## config.mk

```make
export PLATFORM = sky130hd
export DESIGN_NAME = mrrs_ram
export DESIGN_NICKNAME = d
export VERILOG_FILES = /design/src/rtl/mrrs_ram.sv
export SDC_FILE = /design/constraint.sdc
export NUM_CORES = 1
export LEC_CHECK = 0
export BUFFER_PORTS_ARGS = -buffer_cell sky130_fd_sc_hd__buf_2
export CORE_ASPECT_RATIO = 0.9
export CORE_UTILIZATION = 45
export DETAILED_ROUTE_END_ITERATION = 12
export PLACE_DENSITY = 0.68
export SKIP_LAST_GASP = 1
export SLEW_MARGIN = 10
export SYNTH_ARGS = -nofsm -noshare
export SYNTH_HDL_FRONTEND = slang
export SYNTH_SLANG_ARGS = --single-unit
```

## constraint.sdc

```tcl
create_clock -name clk -period 2.2 [get_ports clk]
set_input_delay 0.11 -clock clk [delete_from_list [all_inputs] [get_ports clk]]
set_output_delay 0.11 -clock clk [all_outputs]
set_load 0.02 [all_outputs]
```

## src/rtl/mrrs_ram.sv

```systemverilog
// Generic single-write, single-read RAM with registered read data.
module mrrs_ram #(
  parameter int WIDTH = 8,
  parameter int DEPTH = 64
) (
  input  logic                                 clk,
  input  logic                                 we,
  input  logic [(DEPTH > 1 ? $clog2(DEPTH) : 1)-1:0] waddr,
  input  logic [WIDTH-1:0]                     wdata,
  input  logic [(DEPTH > 1 ? $clog2(DEPTH) : 1)-1:0] raddr,
  output logic [WIDTH-1:0]                     rdata
);
  logic [WIDTH-1:0] mem [DEPTH];

  always_ff @(posedge clk) begin
    if (we) begin
      mem[waddr] <= wdata;
    end
    rdata <= mem[raddr];
  end
endmodule
```

== Word level (Yosys, flattened, before mapping) ==
Memory sizes are Yosys's and may differ from the RTL's. A register that Yosys moved wholly into a read port is not among the register bits.
Cells that the tools add are included.
Storage, ports and cells
  logic and storage cells: 3
  flip-flop bits (word level): 0
  memory bits (writable): 512
  memories: 1
Memory list
  mem: words 64, width 8, rd ports 1, clocked after memory_dff 1, wr ports 1, line 13  | logic [WIDTH-1:0] mem [DEPTH];
Cells by class
  muxes and demuxes: 2
Operator list (number)
  $mux 1: 2

== Logic depth before layout (Yosys ltp) ==
Gate-level depths: netlist of run 1.
  depth in word-level cells: 2
  depth in mapped cells: 9
  depth with buffers taken out: 5

== Worst setup path after synthesis of run 1 ==
Ideal clock, no wire load.
  path kind: input -> register
  start point: input port raddr[1] (netlist bit)
  end point: register rdata[3], read port of mem
  slack: 0.422 ns
  stages: 7
  arrival time: 1.650 ns
  path buffers: 3
  cells stage by stage: buf_4 > buf_2 > buf_2 > mux4_2 > mux4_2 > o21ai_1 > o41ai_1
RTL lines
  from (decl): line 10  | input logic [(DEPTH > 1 ? $clog2(DEPTH) : 1)-1:0] raddr,
  to (decl): line 11  | output logic [WIDTH-1:0] rdata

==> impl_metrics.env, run 1 <==
export IMPL_die_w_um=225
export IMPL_tritoncts="built"
export IMPL_cts_sinks=520
export IMPL_clkLatencyLatePin_ns=0.58
export IMPL_final_period_utilization_pct=92.2
export IMPL_reg2reg_from="mem[20][6]$_DFFE_PP_"
export IMPL_worstPathRequired_ns=2.65
export IMPL_post_cts_resized=0
export IMPL_avgSynthCellArea_um2=21.5
export IMPL_synth_top_cell_area_share_pct=76.2
export IMPL_max_slew_margin_rel_pct=41.9
export IMPL_cts_max_level=2
export IMPL_startpoint_type="register"
export IMPL_rrSetupSlack_ns=0.17
export IMPL_ant_nets=0
export IMPL_status="finished clean"
export IMPL_cts_clk_slew_worst_paths_ns=0.06
export IMPL_antenna_found_initial=3
export IMPL_crit_arrival_ns=2.48
export IMPL_synthTopCellsByArea="edfxtp_1 76%, mux4_2 14%, nor2_1 1.5%"
export IMPL_final_cell_count_no_fill=1746
export IMPL_drtIter0Drc=993
export IMPL_drive_gt1_share_pct=32.9
export IMPL_critPathSlowestCell="mux4_2"
export IMPL_synth_seq_area_share_pct=77.0
export IMPL_holdCritStartpoint="waddr[2]"
export IMPL_cap_viol_max_count=0
export IMPL_pin_count=30
export IMPL_hpwl_mm=28.4
export IMPL_cts_setup_buffers=0
export IMPL_synthesis_nets=962
export IMPL_grt_usage_pct=19.9
export IMPL_portBuffers=29
export IMPL_async_flop_share_pct=0
export IMPL_gp_congestion=0.844
export IMPL_r2r_cells=6
export IMPL_fin_worst_skew_ns=0.0147
export IMPL_min_path_type="in2reg"
export IMPL_tightest_slew_ns=0.872
export IMPL_slowest_delay_ns=0.48
export IMPL_vias_per_cell=5.64
export IMPL_slew_viol_final=0
export IMPL_fp_row_count=73
export IMPL_wl_per_cell_um=25.1
export IMPL_first_pass_iters=5
export IMPL_cts_buffers=51
export IMPL_ys_seq_elements=520
export IMPL_core_area_um2=44200
export IMPL_postRouteWirelength_mm=43.8
export IMPL_synth_edf_count=512
export IMPL_area_growth_syn_to_layout_pct=16.7
export IMPL_clockBufferDepth=3
export IMPL_synthDistinctLibCells=40
export IMPL_drcViolationCount=0
export IMPL_path_class="reg2reg"
export IMPL_setup_violations=0
export IMPL_fin_tns_setup_ns=0
export IMPL_post_dp_cell_area_um2=21900
export IMPL_grt_first_pass_wirelength_mm=65.3
export IMPL_layout_common_cells="512 x edfxtp_1, 126 x mux4_2, 120 x buf_4, 83 x nor2_1, 53 x clkbuf_16"
export IMPL_dieArea_um2=45700
export IMPL_rsz0062_at_grt="false"
export IMPL_crit_chain="mux4_2, mux2_2, o221a_2, nor3_1, buf_4, o32ai_1"
export IMPL_hold_viol_final=0
export IMPL_power_density_nw_per_um2=873
export IMPL_synthesis_area_um2=20200
export IMPL_placed_cells=1648
export IMPL_fin_crit_ns=2.03
export IMPL_dieHeight_um=203
export IMPL_r2r_end="rdata[6]$_DFF_P_"
export IMPL_holdPathEnd="mem[55][7]$_DFFE_PP_"
export IMPL_synth_cells=940
export IMPL_final_common_cell="edfxtp_1"
export IMPL_design_area_um2=23500
export IMPL_ir_drop_uv=655
export IMPL_power_leakage_uw=0.00760
export IMPL_synthFlopType="edfxtp_1"
export IMPL_grt_pass1_vias=10000
export IMPL_fin_total_pwr_uw=20500
export IMPL_vias=9853
export IMPL_path_max_fanout=1
export IMPL_overflow=0
export IMPL_fmax_ghz=0.493
export IMPL_start_util_pct=45.6
export IMPL_worstHoldPathCells=3
export IMPL_grt_max_degree=65
export IMPL_utilization_pct=53.2
export IMPL_nNetsFinal=1125
export IMPL_cp_end_kind="register"
export IMPL_fillers=3406
export IMPL_cts_root_buf="clkbuf_16"
export IMPL_yosysTopAreaCell="edfxtp_1"
export IMPL_yosysWarnings=0
[where the power goes]
group          leakage (µW)  total [µW]  switching, µW  internal (µW)
registers           0.00467       11000           36.2          11000
clock network      0.000794        8450           3590           4860
logic               0.00213        1100            644            455
[worst max-delay path, delay by kind of cell (launching register included)]
family	cells	cell delay, ns
multiplexers	2	0.76
AO/OA/AOI/OAI	2	0.36
AND/OR/NAND/NOR	1	0.23
flip-flops	1	0.39
buffers and inverters	1	0.16
[per-layer routing]
layer	share of wire (%)	global-route usage, %
met5	0.030	0
met4	2.8	6.56
met3	7.3	4.21
met2	47	29.8
met1	43	29.1
[repair_timing]
item                                   4_1_cts  5_1_grt
setup endpoints to repair                    0        0
endpoints found under the hold margin        7        0
hold buffers                                 2        0
[cell usage after synthesis (4+ instances only)]
cell and instances:
mux4_2 126, dfxtp_1 8, nor2b_1 14, nand2b_1 7
buf_1 4, clkbuf_1 17, buf_6 4, edfxtp_1 512
nand3_1 13, o221ai_1 8, a211oi_1 4, mux2i_1 23
buf_4 13, nor2_1 83, buf_2 11, a221oi_1 6
mux2_2 13, nand2_1 19, nor3_1 7, o22ai_1 8
[kinds of logic (layout without fill, tap and decap cells)]
family / after synthesis / count (layout) / synth area share (%)
AOI/OAI and AO/OA: 54 / 54 / 2.07
buffers and inverters: 51 / 255 / 1.57
DFF: 520 / 520 / 77.0
muxes: 162 / 162 / 15.9
other: 0 / 2 / 0
and+or+nand+nor: 153 / 153 / 3.39
[sequential cells by signal, indices dropped and copies added (netlist names)]
register  cells
mem         512
rdata         8
[per-stage QoR]
stage / setup WS, ns / hold WS [ns]
after floorplan: 0.422 / 0.209
after global placement: -0.0566 / 0.549
after detailed placement: -0.0733 / 0.545
after CTS: 0.183 / 0.00131
after global routing: 0.142 / 0.0286
final: 0.173 / 0.0291
[worst max path at each step]
stage,cells after the start,start,slack (ns),endpoint
after detailed placement,8,raddr[1],-0.07,rdata[2]$_DFF_P_
after global placement,8,raddr[1],-0.06,rdata[2]$_DFF_P_
after CTS,6,mem[20][6]$_DFFE_PP_,0.18,rdata[6]$_DFF_P_
after floorplan,7,raddr[1],0.42,rdata[3]$_DFF_P_
after global routing,6,mem[20][6]$_DFFE_PP_,0.14,rdata[6]$_DFF_P_
final,6,mem[20][6]$_DFFE_PP_,0.17,rdata[6]$_DFF_P_
[layout make-up]
type	count	area, µm²	area share (%)
Tap cell	600	751	3.19
Sequential cell	520	15500	66.0
Timing Repair Buffer	161	1310	5.55
Clock buffer	61	1360	5.76
Multi-Input combinational cell	369	4320	18.3
Clock inverter	33	267	1.13
Antenna cell	2	5.00	0.0213
No activity file was read; power rests on OpenSTA's default activity.
==> run 2, diff against run 1 <==
--- a/config.mk
+++ b/config.mk
@@ -7,6 +7,7 @@
 export LEC_CHECK = 0
 export BUFFER_PORTS_ARGS = -buffer_cell sky130_fd_sc_hd__buf_2
 export CORE_ASPECT_RATIO = 0.9
+export CORE_MARGIN = 10
 export CORE_UTILIZATION = 45
 export DETAILED_ROUTE_END_ITERATION = 12
 export PLACE_DENSITY = 0.68
==> run 2 against run 1 <==
Via count up 0.59%; non-clock buffer count grew 1; critical path type unchanged; clock skew rose by 0.0060 ns; final area fell by 0.27%; first-iteration DRC count increased by 5.9%; largest cell class unchanged; highest routed layer unchanged; maximum frequency is 2.1% higher.
==> impl_metrics.env, run 2 (same netlist as run 1, synthesis figures left out) <==
export IMPL_final_common_cell="edfxtp_1"
export IMPL_vias=9911
export IMPL_gp_congestion=0.811
export IMPL_tightest_slew_ns=0.796
export IMPL_die_w_um=243
export IMPL_nNetsFinal=1125
export IMPL_ir_drop_uv=625
export IMPL_grt_max_degree=65
export IMPL_drive_gt1_share_pct=32.3
export IMPL_clockBufferDepth=3
export IMPL_largest_register="mem"
export IMPL_cts_root_buf="clkbuf_16"
export IMPL_design_area_um2=23500
export IMPL_path_class="reg2reg"
export IMPL_top_regs="mem: 512 flops, rdata: 8 flops"
export IMPL_power_leakage_uw=0.00757
export IMPL_vias_per_cell=5.70
export IMPL_power_density_nw_per_um2=868
export IMPL_dieHeight_um=221
export IMPL_cts_buffers=50
export IMPL_cts_sinks=520
export IMPL_dieArea_um2=53700
export IMPL_min_path_type="in2reg"
export IMPL_cp_end_kind="register"
export IMPL_startpoint_type="register"
export IMPL_status="finished clean"
export IMPL_portBuffers=29
export IMPL_regArea_um2=15500
export IMPL_tritoncts="built"
export IMPL_overflow=0
export IMPL_final_period_utilization_pct=90.2
export IMPL_cts_setup_buffers=0
export IMPL_cap_viol_max_count=0
export IMPL_core_area_um2=44200
export IMPL_largest_reg_flops=512
export IMPL_final_cell_count_no_fill=1738
export IMPL_path_max_fanout=1
export IMPL_cts_max_level=2
export IMPL_crit_arrival_ns=2.42
export IMPL_drtIter0Drc=1052
export IMPL_placed_cells=1648
export IMPL_ant_nets=0
export IMPL_first_pass_iters=5
export IMPL_grt_pass1_vias=10100
export IMPL_cts_clk_slew_worst_paths_ns=0.06
export IMPL_area_growth_syn_to_layout_pct=16.4
export IMPL_crit_chain="mux4_2, mux2_2, o221a_2, nor3_1, o32ai_1"
export IMPL_fin_crit_ns=1.99
export IMPL_critPathSlowestCell="mux4_2"
export IMPL_pin_count=30
export IMPL_slew_viol_final=0
export IMPL_grt_usage_pct=16.7
export IMPL_multi_input_area_um2=4320
export IMPL_slowest_delay_ns=0.48
export IMPL_layout_common_cells="512 x edfxtp_1, 126 x mux4_2, 121 x buf_4, 83 x nor2_1, 51 x clkbuf_16"
export IMPL_start_util_pct=45.6
export IMPL_max_slew_margin_rel_pct=46.9
export IMPL_clkLatencyLatePin_ns=0.57
export IMPL_fmax_ghz=0.504
export IMPL_grt_first_pass_wirelength_mm=67.5
export IMPL_setup_violations=0
export IMPL_antenna_found_initial=2
export IMPL_hpwl_mm=29.6
export IMPL_drcViolationCount=0
export IMPL_worstPathRequired_ns=2.64
export IMPL_wl_per_cell_um=25.8
export IMPL_fin_worst_skew_ns=0.0207
export IMPL_hold_viol_final=0
export IMPL_fillers=3427
export IMPL_utilization_pct=53.1
export IMPL_post_dp_cell_area_um2=21900
export IMPL_postRouteWirelength_mm=44.9
export IMPL_fp_row_count=73
export IMPL_rsz0062_at_grt="false"
export IMPL_timing_hold_ws_ns=0.0701
-- run 2: cell count changes in the layout (fill, tap and decap cells not counted) --
cell | previous run | this run
buf_12 | 12 | 11
diode_2 | 2 | 1
buf_4 | 120 | 121
clkbuf_1 | 8 | 6
clkbuf_16 | 53 | 51
dlygate4sd3_1 | 2 | 3
clkinv_1 | 10 | 13
clkinvlp_4 | 4 | 3
clkinv_2 | 14 | 7
bufinv_16 | 4 | 5
clkinv_4 | 1 | 0
inv_6 | 0 | 1
-- run 2: timing repair --
item,in CTS,in global routing
gates resized for setup,0,0
endpoints found under the hold margin,26,0
hold buffers,3,0
-- run 2: critical path, delay by kind of cell, from the launching register on --
family,cells,cell delay [ns]
AOI/OAI and AO/OA,2,0.44
muxes,2,0.76
DFF,1,0.36
and+or+nand+nor,1,0.29
-- run 2: report_power, final --
| group | internal (µW) | leakage, µW | switching, µW |
|---|---|---|---|
| clock network | 4780 | 0.000759 | 3480 |
| logic | 449 | 0.00213 | 649 |
| registers | 11000 | 0.00467 | 37.4 |
-- run 2: final timing paths --
check	from	end	slack, ns	cells after the start
setup / recovery	mem[21][4]$_DFFE_PP_	rdata[4]$_DFF_P_	0.21	5
hold / removal	wdata[0]	mem[11][0]$_DFFE_PP_	0.07	1
setup reg to reg	mem[21][4]$_DFFE_PP_	rdata[4]$_DFF_P_	0.21	5
hold reg to reg	mem[30][6]$_DFFE_PP_	rdata[6]$_DFF_P_	0.84	3
-- run 2: routing by layer --
layer / vias to the layer above / wire, µm / track usage, %
met3: 71 / 3300 / 3.89
met1: 5249 / 19400 / 23.7
li1: 4254 / - / -
met4: 2 / 977 / 4.62
met5: - / 13 / 0
met2: 335 / 21200 / 25.4
-- run 2: per-stage QoR --
step	power, µW	TNS (ns)	worst slack (ns)
after CTS	20500	0	0.210
after detailed placement	12300	-0.00573	-0.00573
after global routing	21000	0	0.158
after floorplan	11800	0	0.422
after global placement	12300	-0.00756	-0.00756
final	20400	0	0.215
-- run 2: layout make-up --
class	instances	area share [%]
sequential	520	66.2
multi-input combinational	369	18.4
clock inverter	29	1.13
antenna	1	0.0107
tap	600	3.20
clock buffer	57	5.53
timing repair buffer	162	5.55
==> run 3, diff against run 2 <==
--- a/config.mk
+++ b/config.mk
@@ -5,11 +5,13 @@
 export SDC_FILE = /design/constraint.sdc
 export NUM_CORES = 1
 export LEC_CHECK = 0
+export ABC_AREA = 1
 export BUFFER_PORTS_ARGS = -buffer_cell sky130_fd_sc_hd__buf_2
 export CORE_ASPECT_RATIO = 0.9
 export CORE_MARGIN = 10
 export CORE_UTILIZATION = 45
 export DETAILED_ROUTE_END_ITERATION = 12
+export HOLD_SLACK_MARGIN = 0.08
 export PLACE_DENSITY = 0.68
 export SKIP_LAST_GASP = 1
 export SLEW_MARGIN = 10
==> run 3 against run 2 <==
Register-to-register slack improved by 0.57 ns; sequential share of layout area fell by 2.1 points; critical path type is now in2reg; wire length is 20% higher; worst setup slack better by 0.55 ns; critical path depth rose by 1; first-iteration DRC count grew 59%; power grew 1.6%.
==> impl_metrics.env, run 3 <==
export IMPL_status="finished clean"
export IMPL_drcViolationCount=0
export IMPL_final_period_utilization_pct=65.1
export IMPL_startpoint_type="input pin"
export IMPL_first_pass_iters=6
export IMPL_path_common_cell="nand3_1"
export IMPL_cts_clk_slew_worst_paths_ns=0.06
export IMPL_cts_sinks=520
export IMPL_synthDistinctLibCells=16
export IMPL_slowest_delay_ns=0.56
export IMPL_start_util_pct=45.7
export IMPL_gp_congestion=0.877
export IMPL_final_cell_count_no_fill=2554
export IMPL_grt_usage_pct=18.8
export IMPL_min_path_type="in2reg"
export IMPL_power_density_nw_per_um2=853
export IMPL_dieHeight_um=227
export IMPL_avgSynthCellArea_um2=11.8
export IMPL_largest_reg_flops=512
export IMPL_pwr_share_comb_pct=6.6
export IMPL_hold_viol_final=0
export IMPL_slew_viol_final=0
export IMPL_die_w_um=250
export IMPL_power_leakage_uw=0.00886
export IMPL_worstPathRequired_ns=2.72
export IMPL_crit_arrival_ns=1.95
export IMPL_holdCritStartpoint="waddr[0]"
export IMPL_reg2reg_from="mem[63][5]$_DFFE_PP_"
export IMPL_portBuffers=29
export IMPL_p_int_uw=16100
export IMPL_ir_drop_uv=750
export IMPL_placed_cells=2454
export IMPL_synth_top_cell_area_share_pct=72.0
export IMPL_p_sw_share_pct=22.3
export IMPL_area_growth_syn_to_layout_pct=13.6
export IMPL_cap_viol_max_count=0
export IMPL_layout_common_cells="648 x nand2_1, 512 x edfxtp_1, 439 x nand3_1, 98 x buf_4, 56 x nor2_1"
export IMPL_nNetsFinal=1922
export IMPL_drive_gt1_share_pct=11.1
export IMPL_rrSetupSlack_ns=0.78
export IMPL_grt_max_degree=85
export IMPL_fillers=4025
export IMPL_synthMostInstantiatedCell="nand2_1"
export IMPL_yosysTopAreaCell="edfxtp_1"
export IMPL_grt_pass1_vias=13900
export IMPL_ys_seq_elements=520
export IMPL_fmax_ghz=0.699
export IMPL_largest_register="mem"
export IMPL_crit_chain="dlygate4sd3_1, buf_2, inv_1, nand3_1, nand3_1, nand2_1"
export IMPL_synthesis_nets=1827
export IMPL_critPathTopFamily="buffers and inverters"
export IMPL_cts_root_buf="clkbuf_16"
export IMPL_fin_crit_ns=1.43
export IMPL_rsz0062_at_grt="false"
export IMPL_synth_cells=1805
export IMPL_synthFlopType="edfxtp_1"
export IMPL_drtIter0Drc=1668
export IMPL_tightest_slew_ns=0.786
export IMPL_setup_violations=0
export IMPL_tritoncts="built"
export IMPL_top_regs="mem: 512 flops, rdata: 8 flops"
export IMPL_cp_num_buf_inv=3
export IMPL_core_area_um2=46700
export IMPL_grt_first_pass_wirelength_mm=82.5
export IMPL_wl_per_cell_um=21.0
export IMPL_cp_end_kind="register"
export IMPL_cts_setup_buffers=0
export IMPL_fin_tns_setup_ns=0
export IMPL_synth_seq_area_share_pct=72.8
export IMPL_async_flop_share_pct=0
export IMPL_antenna_found_initial=3
export IMPL_synthTopCellsByCount="648 x nand2_1, 512 x edfxtp_1, 439 x nand3_1"
export IMPL_cts_buffers=51
export IMPL_p_seq_share_pct=53.2
export IMPL_fin_worst_skew_ns=0.0180
export IMPL_post_cts_resized=0
export IMPL_pin_count=30
export IMPL_diodes=0
export IMPL_critPathSlowestCell="dlygate4sd3_1"
export IMPL_synth_edf_count=512
export IMPL_path_max_fanout=17
export IMPL_final_common_cell="nand2_1"
export IMPL_vias=14200
export IMPL_synthTopCellsByArea="edfxtp_1 72%, nand2_1 11%, nand3_1 10%"
export IMPL_yosysWarnings=0
export IMPL_overflow=0
export IMPL_crit_start="raddr[4]"
export IMPL_ant_nets=0
export IMPL_clkLatencyLatePin_ns=0.59
export IMPL_cts_max_level=2
export IMPL_postRouteWirelength_mm=53.7
export IMPL_max_slew_margin_rel_pct=47.6
export IMPL_dieArea_um2=56500
export IMPL_clockBufferDepth=3
export IMPL_synthesis_area_um2=21300
export IMPL_vias_per_cell=5.57
export IMPL_clock_power_share_pct=40.2
export IMPL_fp_row_count=75
export IMPL_switchingPower_uw=4610
export IMPL_hpwl_mm=31.6
export IMPL_path_class="in2reg"
-- run 3: cell types whose count changed in the layout (fill, tap and decap cells not counted), moves of 9 or more --
cell	change
nand2_1	+629
nand3_1	+426
mux4_2	-126
nor2_1	-27
buf_4	-23
mux2i_1	-23
nor2b_1	-14
mux2_2	-13
clkbuf_1	+10
buf_12	+9
inv_1	+9
-- run 3: what timing repair did --
action | CTS | global route
hold buffers | 9 | 0
setup endpoints to repair | 0 | 0
hold endpoints to repair | 334 | 0
-- run 3: logic make-up (layout without fill, tap and decap cells) --
family | Yosys count | in the layout | synth area share, %
AND/OR/NAND/NOR | 1160 | 1160 | 23.2
flip-flops | 520 | 520 | 72.8
buffers and inverters | 125 | 258 | 4.02
-- run 3: cell type report --
cell class                 instances  area, µm²  share of cell area, %
inverter                          12       52.6                  0.217
sequential                       520      15500                   64.1
multi-input combinational       1160       4950                   20.4
tap                              616        771                   3.18
clock inverter                    19        144                  0.593
clock buffer                      72       1430                   5.89
timing repair buffer             155       1370                   5.66
-- run 3: worst reg2reg max path, cell delays in order (launching register included) --
cell and delay, ns:
edfxtp_1 0.37, nand2_1 0.08, nand3_1 0.07, nand3_1 0.14, nand2_1 0.09, nand2_1 0.07, nand3_1 0.20, nand3_1 0.23
nand2_1 0.08
-- run 3: path summary, 6_finish.rpt --
kind	depth (start not counted)	endpoint
worst max-delay path	6	rdata[4]$_DFF_P_
worst max register to register	8	rdata[5]$_DFF_P_
worst min register to register	8	rdata[3]$_DFF_P_
worst min-delay path	3	mem[52][3]$_DFFE_PP_
-- run 3: stage by stage --
stage | setup WS (ns) | total power, µW | hold WS [ns] | util [%] | area (µm²)
global placement | 0.350 | 12500 | 0.514 | 48.3 | 22600
floorplan | 0.324 | 12000 | 0.209 | - | 21300
detailed placement | 0.348 | 12600 | 0.521 | 48.3 | 22600
CTS | 0.820 | 20800 | 0.0957 | 51.9 | 24200
global route | 0.686 | 21300 | 0.146 | 51.9 | 24200
finish | 0.769 | 20700 | 0.140 | 51.9 | 24200
-- run 3: per-layer routing --
layer	vias to the layer above	global-route usage, %	wire length, µm
met5	-	0	28
met2	658	29.2	24500
met1	6917	25.3	22500
met4	4	6.37	1500
met3	108	4.67	5160
li1	6531	-	-
-- run 3: power by group through the flow --
stage / clock network [µW] / logic [µW] / registers, µW
after global placement: 0 / 1340 / 11200
after global routing: 8830 / 1500 / 11000
final: 8310 / 1370 / 11000
after CTS: 8410 / 1360 / 11000
after detailed placement: 0 / 1350 / 11200
after floorplan: 0 / 771 / 11200
